File: src/oiss_pkg.sv
// Package for the ordered integer set: command codes, transaction types and cell control.
`default_nettype none
package oiss_pkg;

	localparam int unsigned CAPACITY_DEF  = 256;
	localparam int unsigned VALUE_W       = 8;
	localparam int unsigned ENTRY_COUNT_W = 9;

	typedef enum logic [1:0] {
		CMD_ADD    = 2'd0,
		CMD_PEEK   = 2'd1,
		CMD_POP    = 2'd2,
		CMD_REMOVE = 2'd3
	} cmd_t;

	typedef struct packed {
		cmd_t               cmd;
		logic [VALUE_W-1:0] value;
	} req_t;

	typedef struct packed {
		logic                     success;
		logic [VALUE_W-1:0]       popped_value;
		logic                     overflow;
		logic [ENTRY_COUNT_W-1:0] entry_count;
	} res_t;

	typedef struct packed {
		logic               capture;
		logic               step;
		logic               add_wr;
		logic               rm_shift;
		logic [VALUE_W-1:0] value;
	} cell_ctl_t;

endpackage
`default_nettype wire

File: src/oiss_ctrl.sv
// Command sequencer: handshake, scan steps, entry count and result register.
`default_nettype none
module oiss_ctrl
	import oiss_pkg::*;
#(
	parameter int unsigned CAPACITY = CAPACITY_DEF,
	localparam int unsigned CW      = $clog2(CAPACITY + 1),
	localparam int unsigned LOG     = $clog2(CAPACITY)
) (
	input  wire logic               clk,
	input  wire logic               arst_n,
	input  wire logic               start,
	input  wire req_t               request,
	input  wire logic               cfg_we,
	input  wire logic               cfg_wdata,
	input  wire logic               any_hit,
	input  wire logic [VALUE_W-1:0] pop_word,
	output logic                    busy,
	output logic                    done,
	output res_t                    result,
	output cell_ctl_t               ctl,
	output logic [CW-1:0]           count,
	output logic [LOG-1:0]          step_oh
);

	typedef enum logic [2:0] {
		ST_IDLE   = 3'b001,
		ST_SCAN   = 3'b010,
		ST_COMMIT = 3'b100
	} state_t;

	localparam logic [CW-1:0] CAP = CW'(CAPACITY);

	state_t             state_q;
	logic [LOG-1:0]     step_q;
	logic [CW-1:0]      count_q;
	logic               allow_q;
	cmd_t               cmd_q;
	logic [VALUE_W-1:0] value_q;
	logic               done_q;
	res_t               result_q;
	logic               accept;
	logic [CW-1:0]      count_d;
	res_t               res_d;
	logic               add_wr;
	logic               rm_shift;

	assign accept = start && (state_q == ST_IDLE);

	always_comb begin
		count_d  = count_q;
		add_wr   = 1'b0;
		rm_shift = 1'b0;
		res_d    = '0;
		unique case (cmd_q)
			CMD_ADD: begin
				if (!(!allow_q && any_hit)) begin
					if (count_q == CAP) begin
						res_d.overflow = 1'b1;
					end else begin
						add_wr        = 1'b1;
						count_d       = count_q + CW'(1);
						res_d.success = 1'b1;
					end
				end
			end
			CMD_PEEK: begin
				res_d.success = any_hit;
			end
			CMD_POP: begin
				if (count_q != '0) begin
					count_d            = count_q - CW'(1);
					res_d.popped_value = pop_word;
					res_d.success      = 1'b1;
				end
			end
			CMD_REMOVE: begin
				if (any_hit) begin
					rm_shift      = 1'b1;
					count_d       = count_q - CW'(1);
					res_d.success = 1'b1;
				end
			end
			default: begin
			end
		endcase
		res_d.entry_count = ENTRY_COUNT_W'(count_d);
	end

	always_ff @(posedge clk or negedge arst_n) begin
		if (!arst_n) begin
			state_q <= ST_IDLE;
			step_q  <= '0;
			count_q <= '0;
			allow_q <= 1'b0;
			done_q  <= 1'b0;
		end else begin
			done_q <= 1'b0;
			if (cfg_we) begin
				allow_q <= cfg_wdata;
			end
			unique case (state_q)
				ST_IDLE: begin
					if (accept) begin
						state_q <= ST_SCAN;
						step_q  <= LOG'(1);
					end
				end
				ST_SCAN: begin
					if (step_q[LOG-1]) begin
						state_q <= ST_COMMIT;
					end
					step_q <= step_q << 1;
				end
				ST_COMMIT: begin
					count_q <= count_d;
					done_q  <= 1'b1;
					state_q <= ST_IDLE;
				end
				default: begin
					state_q <= ST_IDLE;
				end
			endcase
		end
	end

	always_ff @(posedge clk) begin
		if (accept) begin
			cmd_q   <= request.cmd;
			value_q <= request.value;
		end
		if (state_q == ST_COMMIT) begin
			result_q <= res_d;
		end
	end

	always_comb begin
		ctl.capture  = accept;
		ctl.step     = state_q == ST_SCAN;
		ctl.add_wr   = (state_q == ST_COMMIT) && add_wr;
		ctl.rm_shift = (state_q == ST_COMMIT) && rm_shift;
		ctl.value    = (state_q == ST_IDLE) ? request.value : value_q;
	end

	assign busy    = state_q != ST_IDLE;
	assign done    = done_q;
	assign result  = result_q;
	assign count   = count_q;
	assign step_oh = step_q;

endmodule
`default_nettype wire

File: config.mk
export PLATFORM = sky130hd
export DESIGN_NAME = oiss_ctrl
export DESIGN_NICKNAME = d
export VERILOG_FILES = /design/src/oiss_pkg.sv /design/src/oiss_ctrl.sv
export SDC_FILE = /design/constraint.sdc
export NUM_CORES = 1
export LEC_CHECK = 0
export ABC_AREA = 1
export BUFFER_PORTS_ARGS = -buffer_cell sky130_fd_sc_hd__buf_2
export CORE_AREA = 4 4 79 81
export DETAILED_ROUTE_END_ITERATION = 8
export DIE_AREA = 0 0 83 85
export GPL_ROUTABILITY_DRIVEN = 1
export PLACE_DENSITY = 0.86
export SLEW_MARGIN = 25
export SYNTH_ARGS = -nofsm -noshare
export SYNTH_HDL_FRONTEND = slang
export SYNTH_SLANG_ARGS = --single-unit
export TNS_END_PERCENT = 20
File: constraint.sdc
create_clock -name clk -period 2.2 [get_ports clk]
set_input_delay 0.11 -clock clk [delete_from_list [all_inputs] [get_ports clk]]
set_output_delay 0.11 -clock clk [all_outputs]
set_load 0.02 [all_outputs]
### Word-level counts from Yosys, hierarchy flattened

Index checks and enable logic that the tools add are counted.

* output and inout port bits: 50
* input port bits: 24
* bits in registers: 51

* multiplexer cells: 20
* add/subtract/negate cells: 2
* reduce and logical (&&, ||, !) cells: 12
* equality and inequality tests: 10
* bitwise logic cells: 1

Operator list (count)
* $mux 9: 5
* $pmux 9 s3: 1
* $mux 8: 2
* $pmux 8 s2: 1
* $add 9x1->9 const B: 1
* $eq 9x9->1 const B: 1
* $reduce_bool 9->1: 1
* $sub 9x1->9 const B: 1
* $mux 1: 7
* $mux 3: 2
* $pmux 3 s2: 1
* $reduce_and 2->1: 3
* $eq 2x2->1 const B: 2
* $logic_and 1x1->1: 4
* $pmux 1 s4: 1
* $eq 3x1->1 const B: 1
* $eq 3x2->1 const B: 1
* $eq 3x3->1 const B: 1
* $ne 3x1->1 const B: 1
* $eq 2x1->1 const B: 1
* $logic_not 2->1: 1
* $ne 2x1->1 const B: 1
* $ne 2x2->1 const B: 1
* $reduce_bool 2->1: 1
* other kinds (3): 3

### Longest topological paths before layout

* word-level depth: 5
* depth in mapped cells: 12

### Worst setup path before layout

No wires, ideal clock.

* path type: register to register
* start: register count_q[1], in the netlist count[1]
* end: register result_q (netlist bit result[6]), data pin
* cell stages (with the launch flop): 11
* slack: 0.422 ns
* buffers on the path: 1
* arrival time: 1.520 ns
* data required time: 1.942 ns
* path through: dfrtp_1 > inv_1 > ha_1 > nand2_4 > nor2_8 > nand2_4 > nand2_4 > buf_6 > nor2_2 > nor2_2 > a21boi_1

* cells in the longest elaborated chain, start to end: 4
* elaborated cells on any way between the ends: 9
* classes of those cells: add/sub (2); eq/ne (1); mux (5); reduce/logical (1)

Ends and longest elaborated chain
* start: declaration: RTL line oiss_ctrl.sv:36 `logic [CW-1:0] count_q;`
* start signal: assignment: RTL line oiss_ctrl.sv:116 `count_q <= count_d;`
* $add 9x1->9 / $eq 9x9->1 (equally long branches): RTL line oiss_ctrl.sv:62, oiss_ctrl.sv:58
* $mux 9: RTL line oiss_ctrl.sv:58 `if (count_q == CAP) begin`
* $mux 9: RTL line oiss_ctrl.sv:57 `if (!(!allow_q && any_hit)) begin`
* $pmux 9 s3 *: RTL line oiss_ctrl.sv:55 `unique case (cmd_q)`
* net count_d[6]: RTL line oiss_ctrl.sv:43 `logic [CW-1:0] count_d;`
* end signal: assignment: RTL line oiss_ctrl.sv:133 `result_q <= res_d;`
* end: declaration: RTL line oiss_ctrl.sv:41 `res_t result_q;`

Mark *: on every way through the listed nets, which the timed path passes. The rest lies on a longest branch.
A chain may end at the register's enable or synchronous reset.

==> results by group <==
Status
  – Outcome: finished, final reports clean

Floorplanning
  – Io pins: between 70 and 80
  – Row count: 27
  – DIE AREA: a little over 0.007 mm^2
  – Die width: 83 um
  – Die Height: about 85 um
  – Starting Density: 51.9%
  – Core Area: about 0.0055 mm^2

Clocking
  – CTS resizes: 0
  – Worst-path clk slew: 0.09 ns
  – Clock Root Buffer: clkbuf_8
  – Htree depth: 2
  – Clk sink count: 51
  – CTS Buffer Depth: 2
  – Total CTS buffers: 5
  – Hold buffers post-CTS: 11
  – Postcts setup bufs: 0
  – Worst-Skew Late Latency: approximately 0.31 ns
  – CTS tree: yes

Run
  – MaxCap Viol Count: 0

Synthesis
  – Seq cells post-synth: a little over 50
  – Count leader, synth: nand2_1
  – EDFF count, synth: 29
  – Post-synth top area share: between 30% and 40%
  – Asr flop ratio synth: 43.1%
  – Synth warn: 0
  – Seq/Total Area, Yosys: 50.0%
  – Post-Syn Nets: between 300 and 400
  – Post-Synthesis Cells: between 300 and 400
  – Post-synth top area cell: edfxtp_1
  – Netlist cell types: 34
  – Post-Syn Area: 0.00284 mm^2
  – Largest cells by area after synthesis: edfxtp_1 (31%), dfrtp_1 (18%), nand2_1 (15%)
  – Top FF cell, synth: edfxtp_1
  – Synthesized area per cell: between 8 and 9 um^2
  – Post-synth top cells: nand2_1 (117), inv_1 (42), nand3_1 (33)

Detailed routing
  – Routed WL: approximately 6700 um
  – Remaining antenna violation count: 0
  – Residual DRC: 0
  – Initial DRC Count: ~190
  – Vias per inst: a little over 5
  – Vias: 2520
  – Drt pass-1 iters: 4
  – WL/cell: 13.3 um

Placement
  – DP Area: 0.00325 mm^2
  – Count of input and output buffers: 73
  – GP Congestion: 0.909
  – Dpl hpwl: between 4000 and 5000 um

STA
  – Fmax: roughly 0.53 GHz
  – Skew final: 0.00827 ns
  – Setup TNS Final: 0 ns
  – Slew Limit Headroom: 64.0%
  – Count of final setup violators: 0
  – Post-route minimum period: about 1.9 ns
  – Hold Fails Final Rpt: 0
  – Worst-Margin Slew: around 0.54 ns
  – RSZ-0062 raised after global routing: false
  – Max Slew Vio Count: 0
  – Period Utilization, post-route: a little under nine tenths

Power and ir drop
  – PwrDens: between 800 and 900 mW/mm^2
  – Worst vdd ir: roughly 0.68 mV
  – Leak: ~1.8 nW

Critical path
  – Worst setup SP type: flip-flop
  – Crit-path slowest cell: dfrtp_1
  – Critical path arrival: roughly 1.8 ns
  – Worst stage delay on the critical path: around 0.46 ns
  – Worst r2r path cells: 9
  – CP required: 2.09 ns
  – CP Class: reg2out
  – Max FO, Critical Path: 7
  – Crit path capture type: output port
  – Crit path cell chain: inv_1 -> ha_1 -> nand2_4 -> nor2_8 -> nand2_2 -> nand2_1 -> nor2_1 -> buf_2

Finish
  – Ant. Diodes: 0
  – Post-Layout Inst Area: about 0.0034 mm^2
  – Share of cells above drive strength 1: between 20% and 30%
  – Syn-to-layout area delta: 21.2%
  – Final nets: between 400 and 500

GRT
  – Overall routing resource usage: about 20%
  – Largest net degree at the start of global routing: 31
  – Vias in the first global route: 2379
  – GR Overflow Total: 0
  – Initial antenna violation count: 0
  – First-pass GRT wire length: roughly 11000 um

Worst hold path
  – Worst Hold Class: in2reg
  – Worst Hold Depth: 2
==> power breakdown <==
group	internal [W]	leakage [nW]	switching, W
Combinational	0.000412	1.25	0.000836
Sequential	0.00116	0.518	0.000111
Clock	0.000230	0.0494	0.000320
Total	0.00180	1.81	0.00127
==> flip-flops by register name (all words and copies together), names as in the netlist <==
name     flops
result      19
count        9
step_oh      8
value_q      8
state_q      3
cmd_q        2
allow_q      1
done         1
==> kinds of logic (layout without fill, tap and decap cells) <==
logic type                 count (synthesis)  after routing  share of synthesized area [%]
AOI/OAI and AO/OA                         25             25                           5.15
xor gates and xnor gates                   4              4                           1.23
adders and majority gates                  3              3                           1.32
buffers and inverters                     61            145                           9.24
DFF                                       51             51                           50.0
muxes                                      1              1                          0.396
and+or+nand+nor                          200            200                           32.6
==> layer usage <==
layer / vias up / share of wire (%) / GRT usage (%)
met5: - / 0 / 0
met4: 0 / 0.96 / 5.94
met3: 8 / 8.5 / 4.56
met2: 114 / 49 / 33.7
met1: 1128 / 42 / 24.4
li1: 1270 / - / -
==> per-stage QoR <==
stage / setup WS, ns / power (W) / hold WS [ns] / utilization [%] / std cells
floorplan: 0.422 / 0.00218 / -0.186 / - / 345
global placement: 0.463 / 0.00249 / 0.128 / 59.3 / 482
detailed placement: 0.409 / 0.00251 / 0.130 / 59.3 / 482
CTS: 0.306 / 0.00308 / 0.0282 / 63.0 / 501
global route: 0.163 / 0.00330 / 0.0290 / 63.0 / 501
finish: 0.307 / 0.00307 / 0.0374 / 63.0 / 501
==> critical path, delay by kind of cell (launching register included) <==
family	cells	cell delay, ns
and+or+nand+nor	5	0.46
adders and majority gates	1	0.22
buffers and inverters	2	0.34
DFF	1	0.46
==> cell usage in the layout (no fill, tap or decap), drive strengths merged <==
cell type	netlist	final
nor3	3	3
o211ai	4	4
nand2	123	123
nand4	7	7
nand3b	2	2
a31oi	1	1
dfrtp	21	21
a21boi	1	1
ha	3	3
nor2	32	32
inv	50	53
xor2	3	3
a21oi	3	3
edfxtp	29	29
xnor2	1	1
buf	7	76
o21ai	10	10
mux2	1	1
dlygate4sd3	0	11
clkbuf	4	5
dfstp	1	1
nand3	33	33
o22ai	6	6
==> cell type report <==
type	instances	area, um^2
sequential	51	1420
tap	72	90.1
clock inverter	3	21.3
clock buffer	5	68.8
timing repair buffer	87	498
fill	463	2030
inverter	50	188
multi-input combinational	233	1160
==> path summary, 6_finish.rpt <==
check | startpoint | endpoint | slack, ns
worst max register to register | count[1]$_DFFE_PN0P_ | result[0]$_DFFE_PP_ | 0.39
worst max-delay path | count[1]$_DFFE_PN0P_ | ctl[9] | 0.31
worst min register to register | step_oh[7]$_DFFE_PN0P_ | state_q[1]$_DFFE_PN0P_ | 0.53
max in group asynchronous | arst_n | state_q[0]$_DFFE_PN1P_ | 1.52
worst min-delay path | cfg_wdata | allow_q$_DFFE_PN0P_ | 0.04
min in group asynchronous | arst_n | count[4]$_DFFE_PN0P_ | 0.31
(Power assumes the default switching activity.)
