--- src/oiss_pkg.sv ---
// Package for the ordered integer set: command codes, transaction types and cell control.
`default_nettype none
package oiss_pkg;

	localparam int unsigned CAPACITY_DEF  = 256;
	localparam int unsigned VALUE_W       = 8;
	localparam int unsigned ENTRY_COUNT_W = 9;

	typedef enum logic [1:0] {
		CMD_ADD    = 2'd0,
		CMD_PEEK   = 2'd1,
		CMD_POP    = 2'd2,
		CMD_REMOVE = 2'd3
	} cmd_t;

	typedef struct packed {
		cmd_t               cmd;
		logic [VALUE_W-1:0] value;
	} req_t;

	typedef struct packed {
		logic                     success;
		logic [VALUE_W-1:0]       popped_value;
		logic                     overflow;
		logic [ENTRY_COUNT_W-1:0] entry_count;
	} res_t;

	typedef struct packed {
		logic               capture;
		logic               step;
		logic               add_wr;
		logic               rm_shift;
		logic [VALUE_W-1:0] value;
	} cell_ctl_t;

endpackage
`default_nettype wire

--- src/oiss_cell.sv ---
// One storage cell of the set: entry, prefix-match bit and pop-gather word.
`default_nettype none
module oiss_cell
	import oiss_pkg::*;
#(
	parameter int unsigned CAPACITY = CAPACITY_DEF,
	parameter int unsigned INDEX    = 0,
	localparam int unsigned CW      = $clog2(CAPACITY + 1)
) (
	input  wire logic               clk,
	input  wire cell_ctl_t          ctl,
	input  wire logic [CW-1:0]      count,
	input  wire logic               far_hit,
	input  wire logic [VALUE_W-1:0] far_data,
	input  wire logic [VALUE_W-1:0] next_entry,
	output logic [VALUE_W-1:0]      entry,
	output logic                    hit,
	output logic [VALUE_W-1:0]      data
);

	localparam logic [CW-1:0] IDX = CW'(INDEX);

	logic [VALUE_W-1:0] entry_q;
	logic               hit_q;
	logic [VALUE_W-1:0] data_q;
	logic               valid;
	logic               last;

	assign valid = IDX < count;
	assign last  = IDX == (count - CW'(1));

	always_ff @(posedge clk) begin
		if (ctl.capture) begin
			hit_q  <= valid && (entry_q == ctl.value);
			data_q <= last ? entry_q : '0;
		end else if (ctl.step) begin
			hit_q  <= hit_q | far_hit;
			data_q <= data_q | far_data;
		end
	end

	always_ff @(posedge clk) begin
		if (ctl.add_wr && (IDX == count)) begin
			entry_q <= ctl.value;
		end else if (ctl.rm_shift && hit_q) begin
			entry_q <= next_entry;
		end
	end

	assign entry = entry_q;
	assign hit   = hit_q;
	assign data  = data_q;

endmodule
`default_nettype wire

--- config.mk ---
export PLATFORM = sky130hd
export DESIGN_NAME = oiss_cell
export DESIGN_NICKNAME = d
export VERILOG_FILES = /design/src/oiss_pkg.sv /design/src/oiss_cell.sv
export SDC_FILE = /design/constraint.sdc
export NUM_CORES = 1
export LEC_CHECK = 0
export BUFFER_PORTS_ARGS = -buffer_cell sky130_fd_sc_hd__buf_4
export CORE_MARGIN = 2
export CORE_UTILIZATION = 26
export DETAILED_ROUTE_END_ITERATION = 16
export HOLD_SLACK_MARGIN = 0.02
export PLACE_DENSITY = 0.55
export SLEW_MARGIN = 20
export SYNTH_ARGS = -nofsm -noshare
export SYNTH_HDL_FRONTEND = slang
export SYNTH_SLANG_ARGS = --single-unit
--- constraint.sdc ---
create_clock -name clk -period 1.59 [get_ports clk]
set_clock_uncertainty 0.05 [all_clocks]
set_input_delay 0.2385 -clock clk [delete_from_list [all_inputs] [get_ports clk]]
set_output_delay 0.2385 -clock clk [all_outputs]
set_load 0.01 [all_outputs]
After elaboration in Yosys (flattened, before gate mapping)
Index checks and enable logic that the tools add are counted.
{"block": "op_classes", "muxes": 7, "addsub": 1, "reduce_logical": 7, "n_eq_ne": 1, "n_bitwise": 2, "magnitude_cmp": 1}
{"operator": "two-way mux 8 bit", "n": 5}
{"operator": "logical NOT 9 bit", "n": 2}
{"operator": "< comparator 1 x 9 -> 1 bit, first input constant", "n": 1}
{"operator": "subtractor 9 x 1 -> 9 bit, second input constant", "n": 1}
{"operator": "== test 8 bit", "n": 1}
{"operator": "OR 8 bit", "n": 1}
{"operator": "nonzero test 2 bit", "n": 2}
{"operator": "logical AND 1 bit", "n": 3}
{"operator": "two-way mux 1 bit", "n": 2}
{"operator": "OR 1 bit", "n": 1}
{"block": "word_totals", "reg_bits": 17}

Longest topological paths before layout
Gate-level depths: netlist of the first run.
{"block": "logic_depth", "ltp_word": 4, "ltp_mapped": 5, "depth_no_buf": 4}

Worst setup path after synthesis of the first run
Ideal clock, no wire load.
{"block": "synth_timing", "path_kind": "input to register", "from": "input count[5]", "to": "register entry_q[0] (netlist: entry[0]) (data pin)", "arrival_ns": 1.156, "setup_slack_ns": 0.124, "n_path_buf": 0, "required_ns": 1.280, "stages": 4, "setup_time_ns": 0.260, "path_cell_list": "nor4_1 -> and3b_2 -> nand2_4 -> mux2_4"}
{"block": "synth_via", "elab_chain_cells": 3}
{"element": "start, declared", "line_no": "oiss_cell.sv:12", "rtl": "input wire logic [CW-1:0] count,"}
{"element": "logical NOT 9 bit", "line_no": "oiss_cell.sv:43", "rtl": "if (ctl.add_wr && (IDX == count)) begin"}
{"element": "logical AND 1 bit", "line_no": "oiss_cell.sv:43"}
{"element": "two-way mux 8 bit", "line_no": "oiss_cell.sv:43"}
{"element": "end signal, assigned", "line_no": "oiss_cell.sv:44", "rtl": "entry_q <= ctl.value;"}
{"element": "end signal, assigned", "line_no": "oiss_cell.sv:46", "rtl": "entry_q <= next_entry;"}
{"element": "end, declared", "line_no": "oiss_cell.sv:23", "rtl": "logic [VALUE_W-1:0] entry_q;"}
No other way between the ends.
A chain may end at the register's enable or synchronous reset.

Worst setup path in the final report of the first run
{"block": "layout_timing", "from": "register entry_q[5] (netlist: entry[5])", "to": "register hit_q (netlist: hit) (data pin)"}
{"block": "layout_via", "elab_chain_cells": 3}
{"element": "== test 8 bit", "line_no": "oiss_cell.sv:34", "rtl": "hit_q <= valid && (entry_q == ctl.value);"}
{"element": "logical AND 1 bit", "line_no": "oiss_cell.sv:34"}
{"element": "two-way mux 1 bit", "line_no": "oiss_cell.sv:33", "rtl": "if (ctl.capture) begin"}
{"element": "end signal, assigned", "line_no": "oiss_cell.sv:34"}
{"element": "end signal, assigned", "line_no": "oiss_cell.sv:37", "rtl": "hit_q <= hit_q | far_hit;"}
{"element": "end, declared", "line_no": "oiss_cell.sv:24", "rtl": "logic hit_q;"}
No other way between the ends.

==> results.json, run 1 <==
{
  "tritoncts": "done",
  "post_synth_mux_area_share_pct": 13.37,
  "post_cts_resized": 0,
  "io_pins": 56,
  "fp.coreArea_um2": 3337,
  "start_util_pct": 26.92,
  "detail_route.iter0.violations": 25,
  "worstSetupPathType": "reg2reg",
  "main_combinational_cell_family_by_area_after_synthesis": "simple AND/OR/NAND/NOR gates",
  "report.final.hold_viol_count": 0,
  "p_sw_mw": 0.2324,
  "synthXorXnorAreaFrac_pct": 7.799,
  "cp.buffers_inverters": 0,
  "crit_fanout": 3,
  "avgRoutedWirePerCell_um": 12.32,
  "critical-path-max-stage-delay_ns": 0.47,
  "asyncSetResetFlopFracSynth_pct": 0,
  "ant_nets": 0,
  "netlist_instances": 73,
  "power_after_layout_mw": 0.9958,
  "fp.dieW_um": 62.78,
  "grt_setup_unrepaired": "no",
  "clkSlewWorstSetupHoldPaths_ns": 0.10,
  "drc": 0,
  "p_int_mw": 0.7634,
  "timing.reg2reg.setup_slack_ns": 0.11,
  "detailroute.via_count": 772,
  "chipHeight_um": 62.78,
  "global_route.usage.total_pct": 11.68,
  "io_buf_count": 55,
  "critical_path.slowest_cell": "sky130_fd_sc_hd__edfxtp_1",
  "clockPowerShare_pct": 23.4,
  "cts_root_buffer_type": "sky130_fd_sc_hd__clkbuf_4",
  "synth_largest_type_area_fraction_pct": 56.82,
  "synthesis.yosys.warnings": 0,
  "antenna_cells": 0,
  "synth.largest_area_cell": "sky130_fd_sc_hd__edfxtp_1",
  "numCtsBuffers": 3,
  "detailedPlacementHpwl_um": 1837,
  "htree_levels": 1,
  "fillCellCount": 338,
  "irDropWorstVdd_mv": 0.2114,
  "swShare_pct": 23.34,
  "post_cts.repair.setup_buffers": 0,
  "drt_first_pass_iters": 4,
  "power.share.combinational_pct": 21.4,
  "report.final.slew_viol_count": 0,
  "synth.cell_area_um2": 898.4,
  "place_congestion": 0.7504,
  "fin_setup_tns_ns": 0,
  "final_min_period_over_clock_period_pct": 93.08,
  "ys_top_cells_by_area": "sky130_fd_sc_hd__edfxtp_1, sky130_fd_sc_hd__mux2_4, sky130_fd_sc_hd__xnor2_1",
  "report.final.setup_viol": 0,
  "ctsHoldBuffers": 0,
  "net_count_after_synthesis": 112,
  "synth_cell_types": 16,
  "grt_max_degree": 13,
  "postRouteWirelength_um": 2218,
  "seq_area_frac_synth_pct": 56.82,
  "cts_num_sinks": 17,
  "p_seq_share_pct": 55.2,
  "nets": 174,
  "globalRouteOverflowTotal": 0,
  "postSynthRegisterBits": 17,
  "grt_pass1_vias": 764,
  "max_cap_violations": 0,
  "ys_dominant_reg_cell": "sky130_fd_sc_hd__edfxtp_1",
  "worst-endpoint-arrival_ns": 1.57,
  "cp_cell_sequence": "xnor2_1, nand4_1, or4_1, o21ai_0",
  "number_of_antenna_violations_at_the_first_check_in_global_routing": 0,
  "insertion_delay_ns": 0.28,
  "crit_path_end_kind": "flip-flop",
  "timing.slew.headroom_pct": 82.08,
  "layout-drive-gt1-share_pct": 55.22,
  "yosys.cell_count.top_type": "sky130_fd_sc_hd__edfxtp_1",
  "die_outline_area_um2": 3941,
  "post_synthesis_share_of_cell_area_spent_on_and_or_nand_and_nor_gates_pct": 16.02,
  "period_minus_slack_ns": 1.480,
  "flow.area_growth_from_synthesis_pct": 57.66,
  "cp_data_required_time_ns": 1.68,
  "critPathLaunchType": "flip-flop",
  "synth_compound_gate_area_share_pct": 5.014,
  "max_clock_freq_mhz": 675.7,
  "ys_top_cells_by_count": "sky130_fd_sc_hd__edfxtp_1, sky130_fd_sc_hd__nand2_1, sky130_fd_sc_hd__nor2_1, sky130_fd_sc_hd__o21ai_0",
  "run_status": "completed",
  "synth-edff-count": 17,
  "worst_path_dominant_cell_family": "simple AND/OR/NAND/NOR gates",
  "worst_hold_path_type": "in2reg",
  "postSynthAreaPerCell_um2": 12.31,
  "adder_cell_fraction_of_synth_area_pct": 0,
  "avgViaCountPerCell": 4.289,
  "total_leakage_power_nw": 0.6330,
  "slew_at_the_pin_with_the_worst_max_slew_slack_ns": 0.2663,
  "grt_pass1_wl_um": 3650,
  "max-clock-path-buffers": 2,
  "power-per-cell-area_nw_per_um2": 703.1,
  "floorplan.rows": 21
}
per-stage QoR:
step	worst slack, ns	hold WS, ns	util, %	cells	cell area [µm²]
global route	0.01682	0.1863	42.44	180	1416
global placement	-0.07988	0.4932	41.66	176	1390
finish	0.1100	0.1982	42.44	180	1416
floorplan	0.1238	0.4060	-	73	898.4
CTS	0.1134	0.1980	42.44	180	1416
detailed placement	-0.08687	0.4956	41.66	176	1390
layout by cell type, fill, tap and decap left out, drive strengths merged:
| cell | instances |
|---|---|
| buf | 59 |
| or2 | 1 |
| nand4 | 1 |
| nor2 | 9 |
| nand3 | 1 |
| nor4 | 2 |
| nand2 | 12 |
| and4 | 1 |
| or4 | 1 |
| o21ai | 9 |
| clkbuf | 4 |
| xnor2 | 8 |
| and3b | 1 |
| mux2 | 8 |
| edfxtp | 17 |
flip-flops by register name, indices dropped and copies added, names as in the netlist:
signal / cells
data: 8
entry: 8
hit: 1
worst paths after layout:
path | from | to | depth (start not counted)
min reg2reg | data[5]$_DFFE_PP_ | data[5]$_DFFE_PP_ | 2
min | next_entry[7] | entry[7]$_DFFE_PP_ | 2
max | entry[5]$_DFFE_PP_ | hit$_DFFE_PP_ | 4
max reg2reg | entry[5]$_DFFE_PP_ | hit$_DFFE_PP_ | 4
area by class of cell:
| type | count | area (µm²) | share of cell area, % |
|---|---|---|---|
| Clock buffer | 4 | 26.28 | 1.855 |
| Multi-Input combinational cell | 54 | 379.1 | 26.77 |
| Sequential cell | 17 | 510.5 | 36.04 |
| Tap cell | 46 | 57.56 | 4.064 |
| Timing Repair Buffer | 59 | 442.9 | 31.27 |
cell families after synthesis:
family	after synthesis
simple gates	29
flops	17
compound gates	9
xor+xnor	8
mux	8
buf+inv	2
power groups by stage:
stage                     registers, mW  logic (mW)  clock network (mW)
after floorplan                   0.573      0.0582                   0
after global placement            0.559       0.213                   0
after detailed placement          0.560       0.215                   0
after CTS                         0.550       0.216               0.236
after global routing              0.554       0.231               0.259
final                             0.550       0.213               0.233
routing by layer:
| metal | vias to the layer above | global-route usage (%) | routed length (µm) |
|---|---|---|---|
| met3 | 2 | 3.784 | 191 |
| li1 | 386 | - | - |
| met1 | 348 | 14.42 | 918 |
| met5 | - | 0 | 0 |
| met2 | 36 | 19.49 | 1099 |
| met4 | 0 | 3.333 | 8 |
Note: power is estimated with default switching activity, not from simulation.
==> run 2: changes to the inputs <==
- CORE_MARGIN: 2 -> 4
- RECOVER_POWER: not set -> 25
==> results.json, run 2 (synthesis results as in run 1) <==
{
  "max-clock-path-buffers": 2,
  "crit_fanout": 3,
  "numCtsBuffers": 3,
  "fin_setup_tns_ns": 0,
  "irDropWorstVdd_mv": 0.1923,
  "tritoncts": "done",
  "place_congestion": 0.6962,
  "avgViaCountPerCell": 4.202,
  "floorplan.rows": 21,
  "detailroute.via_count": 748,
  "drt_first_pass_iters": 2,
  "most_common_cell_after_layout_fill_and_taps_aside": "sky130_fd_sc_hd__buf_4",
  "number_of_antenna_violations_at_the_first_check_in_global_routing": 0,
  "max_clock_freq_mhz": 680.3,
  "report.final.slew_viol_count": 0,
  "whs_ns": 0.1971,
  "fp.dieW_um": 66.78,
  "clkSlewWorstSetupHoldPaths_ns": 0.10,
  "flow.area_growth_from_synthesis_pct": 55.43,
  "fp.coreArea_um2": 3337,
  "worstSetupPathType": "reg2reg",
  "final_min_period_over_clock_period_pct": 92.44,
  "cts_num_sinks": 17,
  "grt_pass1_vias": 754,
  "run_status": "completed",
  "post_cts.repair.setup_buffers": 0,
  "cp_data_required_time_ns": 1.68,
  "cts_root_buffer_type": "sky130_fd_sc_hd__clkbuf_4",
  "report.final.setup_viol": 0,
  "final_cell_mix": "sky130_fd_sc_hd__buf_4, sky130_fd_sc_hd__edfxtp_1, sky130_fd_sc_hd__nand2_1",
  "antenna_cells": 0,
  "io_buf_count": 55,
  "io_pins": 56,
  "critPathLaunchType": "flip-flop",
  "avgRoutedWirePerCell_um": 12.61,
  "power-per-cell-area_nw_per_um2": 704.5,
  "start_util_pct": 26.92,
  "post_cts_resized": 0,
  "die_outline_area_um2": 4460,
  "grt_pass1_wl_um": 3305,
  "period_minus_slack_ns": 1.470,
  "postRouteWirelength_um": 2244,
  "total_leakage_power_nw": 0.6183,
  "layout-drive-gt1-share_pct": 52.27,
  "slew_at_the_pin_with_the_worst_max_slew_slack_ns": 0.6454,
  "ant_nets": 0,
  "worst_hold_path_type": "in2reg",
  "ctsHoldBuffers": 0,
  "chipHeight_um": 66.78,
  "grt_setup_unrepaired": "no",
  "grt_max_degree": 13,
  "global_route.usage.total_pct": 9.777,
  "globalRouteOverflowTotal": 0,
  "report.final.hold_viol_count": 0,
  "nets": 172,
  "timing.slew.headroom_pct": 56.98,
  "insertion_delay_ns": 0.28,
  "worst-endpoint-arrival_ns": 1.56,
  "drc": 0,
  "max_cap_violations": 0,
  "detail_route.iter0.violations": 13,
  "power_after_layout_mw": 0.9837,
  "htree_levels": 1,
  "crit_path_end_kind": "flip-flop"
}
run 2: per-layer routing:
metal	wire [µm]	up-vias	global-route usage, %
li1	-	381	-
met1	939	335	11.72
met2	1063	30	16.83
met3	228	2	3.204
met4	13	0	2.284
met5	0	-	0
run 2: per-stage QoR:
stage	setup WS [ns]	instance area, µm²	util, %	instances
2_1_floorplan	0.1238	898.4	-	73
3_3_place_gp	-0.08051	1375	41.21	174
3_5_place_dp	-0.1323	1375	41.21	174
4_1_cts	0.1052	1401	41.99	178
5_1_grt	0.01521	1396	41.84	178
6_report	0.1202	1396	41.84	178
run 2: final timing paths:
path	cells past startpoint	endpoint	startpoint	slack, ns
setup reg to reg	4	hit$_DFFE_PP_	entry[3]$_DFFE_PP_	0.12
setup / recovery	4	hit$_DFFE_PP_	entry[3]$_DFFE_PP_	0.12
hold reg to reg	2	data[7]$_DFFE_PP_	entry[7]$_DFFE_PP_	0.58
hold / removal	2	entry[3]$_DFFE_PP_	next_entry[3]	0.20
run 2: final cells by class:
class                      count  area, µm²
clock buffer                   4      26.28
fill                         330       1941
multi-input combinational     54      377.9
sequential                    17      510.5
tap                           46      57.56
timing repair buffer          57      424.2
run 2: power breakdown:
part	internal (mW)	switching, mW
Combinational	0.131	0.0760
Clock	0.0974	0.128
Sequential	0.531	0.0201
Total	0.759	0.224
run 2: worst max-delay path, cell delays in order (launching register included):
cell and delay [ns]:
sky130_fd_sc_hd__edfxtp_1 0.45, sky130_fd_sc_hd__xnor2_1 0.18, sky130_fd_sc_hd__nand4_1 0.10, sky130_fd_sc_hd__or4_1 0.46
sky130_fd_sc_hd__o21ai_0 0.08
==> run 3: changes to the inputs <==
- PLACE_DENSITY: 0.55 -> 0.57
- clock period: 1.59 -> 1.3 ns (I/O delays scaled with it)
==> results.json, run 3 (synthesis results as in run 1) <==
{
  "critPathLaunchType": "flip-flop",
  "detail_route.iter0.violations": 26,
  "tritoncts": "done",
  "max-clock-path-buffers": 2,
  "fp.dieW_um": 66.78,
  "place_congestion": 0.7666,
  "p_seq_share_pct": 53.6,
  "numCtsBuffers": 3,
  "fp.coreArea_um2": 3337,
  "max_cap_violations": 0,
  "postRouteWirelength_um": 2459,
  "swShare_pct": 24.65,
  "clkSlewWorstSetupHoldPaths_ns": 0.11,
  "slew_at_the_pin_with_the_worst_max_slew_slack_ns": 0.6254,
  "worstSetupPathType": "reg2reg",
  "crit_cells": 4,
  "io_pins": 56,
  "critical-path-max-stage-delay_ns": 0.49,
  "avgRoutedWirePerCell_um": 13.22,
  "grt_pass1_vias": 859,
  "antenna_cells": 0,
  "report.final.slew_viol_count": 0,
  "timing.reg2reg.worst_path_depth": 4,
  "cts_root_buffer_type": "sky130_fd_sc_hd__clkbuf_4",
  "cts_num_sinks": 17,
  "global_route.usage.total_pct": 11.27,
  "grt_pass1_wl_um": 3712,
  "timing.slew.headroom_pct": 58.30,
  "post_dp_cell_area_um2": 1460,
  "io_buf_count": 55,
  "start_util_pct": 26.92,
  "drc": 0,
  "violations": "setup timing",
  "report.final.hold_viol_count": 0,
  "postLayoutCellArea_um2": 1514,
  "final_cell_mix": "sky130_fd_sc_hd__buf_4, sky130_fd_sc_hd__edfxtp_1, sky130_fd_sc_hd__nand2_1",
  "crit_path_end_kind": "flip-flop",
  "htree_levels": 1,
  "final_min_period_over_clock_period_pct": 109.8,
  "whs_ns": 0.1385,
  "clockPowerShare_pct": 23.6,
  "ant_nets": 0,
  "grt_setup_unrepaired": "yes",
  "dp_cells": 181,
  "max_clock_freq_mhz": 700.8,
  "cp.buffers_inverters": 0,
  "grt_max_degree": 11,
  "fin_cells": 186,
  "cp_data_required_time_ns": 1.41,
  "critical_path.slowest_cell": "sky130_fd_sc_hd__or4_1",
  "p_int_mw": 0.9422,
  "power-per-cell-area_nw_per_um2": 825.9,
  "most_common_cell_after_layout_fill_and_taps_aside": "sky130_fd_sc_hd__buf_4",
  "period_minus_slack_ns": 1.427,
  "detailedPlacementHpwl_um": 2070,
  "irDropWorstVdd_mv": 0.2929,
  "flow.area_growth_from_synthesis_pct": 68.52,
  "power_after_layout_mw": 1.250,
  "p_sw_mw": 0.3082,
  "nets": 180,
  "worst_path_dominant_cell_family": "simple AND/OR/NAND/NOR gates",
  "floorplan.rows": 21,
  "crit_fanout": 2,
  "cp_cell_sequence": "xnor2_1, nand2_1, or4_1, o21ai_1",
  "die_outline_area_um2": 4460,
  "layout-drive-gt1-share_pct": 58.57,
  "detailroute.via_count": 788,
  "worst_hold_path_type": "in2reg",
  "worst-endpoint-arrival_ns": 1.53,
  "total_leakage_power_nw": 0.6634,
  "report.final.setup_viol": 2,
  "chipHeight_um": 66.78,
  "min_delay_path_depth": 2,
  "run_status": "finished with violations",
  "number_of_antenna_violations_at_the_first_check_in_global_routing": 0,
  "insertion_delay_ns": 0.30,
  "drt_first_pass_iters": 4,
  "power.share.combinational_pct": 22.8,
  "timing.final.ws_setup_ns": -0.1270,
  "globalRouteOverflowTotal": 0,
  "avgViaCountPerCell": 4.237
}
==> run 3: repair_timing <==
| item | CTS | global route |
|---|---|---|
| setup buffers | 1 | 1 |
| resized for setup | 2 | 2 |
| hold endpoints to repair | 0 | 0 |
| hold buffers | 0 | 0 |
| pin swaps | 0 | 2 |
| setup endpoints to repair | 1 | 7 |
==> run 3: final timing paths <==
| path | startpoint | endpoint | slack (ns) |
|---|---|---|---|
| setup reg to reg | entry[1]$_DFFE_PP_ | hit$_DFFE_PP_ | -0.13 |
| hold reg to reg | data[2]$_DFFE_PP_ | data[2]$_DFFE_PP_ | 0.58 |
| hold / removal | next_entry[2] | entry[2]$_DFFE_PP_ | 0.14 |
| setup / recovery | entry[1]$_DFFE_PP_ | hit$_DFFE_PP_ | -0.13 |
==> run 3: power groups by stage <==
stage / logic, mW / registers (mW) / clock network (mW)
after floorplan: 0.0742 / 0.701 / 0
after global placement: 0.281 / 0.681 / 0
after detailed placement: 0.283 / 0.684 / 0
after CTS: 0.288 / 0.671 / 0.304
after global routing: 0.312 / 0.676 / 0.321
final: 0.285 / 0.670 / 0.295
==> run 3: per-stage QoR <==
stage	setup TNS, ns	utilization, %	setup WS (ns)
2_1_floorplan	-0.8090	-	-0.09026
6_report	-0.1627	45.37	-0.1270
3_5_place_dp	-4.562	43.76	-0.3067
3_3_place_gp	-3.835	43.76	-0.2584
4_1_cts	-0.1830	45.03	-0.1388
5_1_grt	-0.3175	45.37	-0.2060
==> run 3: cell type report <==
| cell class | count | area, µm² |
|---|---|---|
| clock buffer | 3 | 22.52 |
| clock inverter | 1 | 5.005 |
| fill | 323 | 1823 |
| multi-input combinational | 54 | 419.2 |
| sequential | 17 | 510.5 |
| tap | 46 | 57.56 |
| timing repair buffer | 65 | 499.2 |
==> run 3: worst reg2reg max path, cell delays in order (launching register included) <==
cell	delay, ns
sky130_fd_sc_hd__edfxtp_1	0.43
sky130_fd_sc_hd__xnor2_1	0.16
sky130_fd_sc_hd__nand2_1	0.06
sky130_fd_sc_hd__or4_1	0.49
sky130_fd_sc_hd__o21ai_1	0.10
==> run 3: layer usage <==
layer	vias up	track usage (%)	share of wire [%]
li1	399	-	-
met1	353	12.77	41
met2	32	19.93	50
met3	4	2.867	7.3
met4	0	4.569	1.5
met5	-	0	0
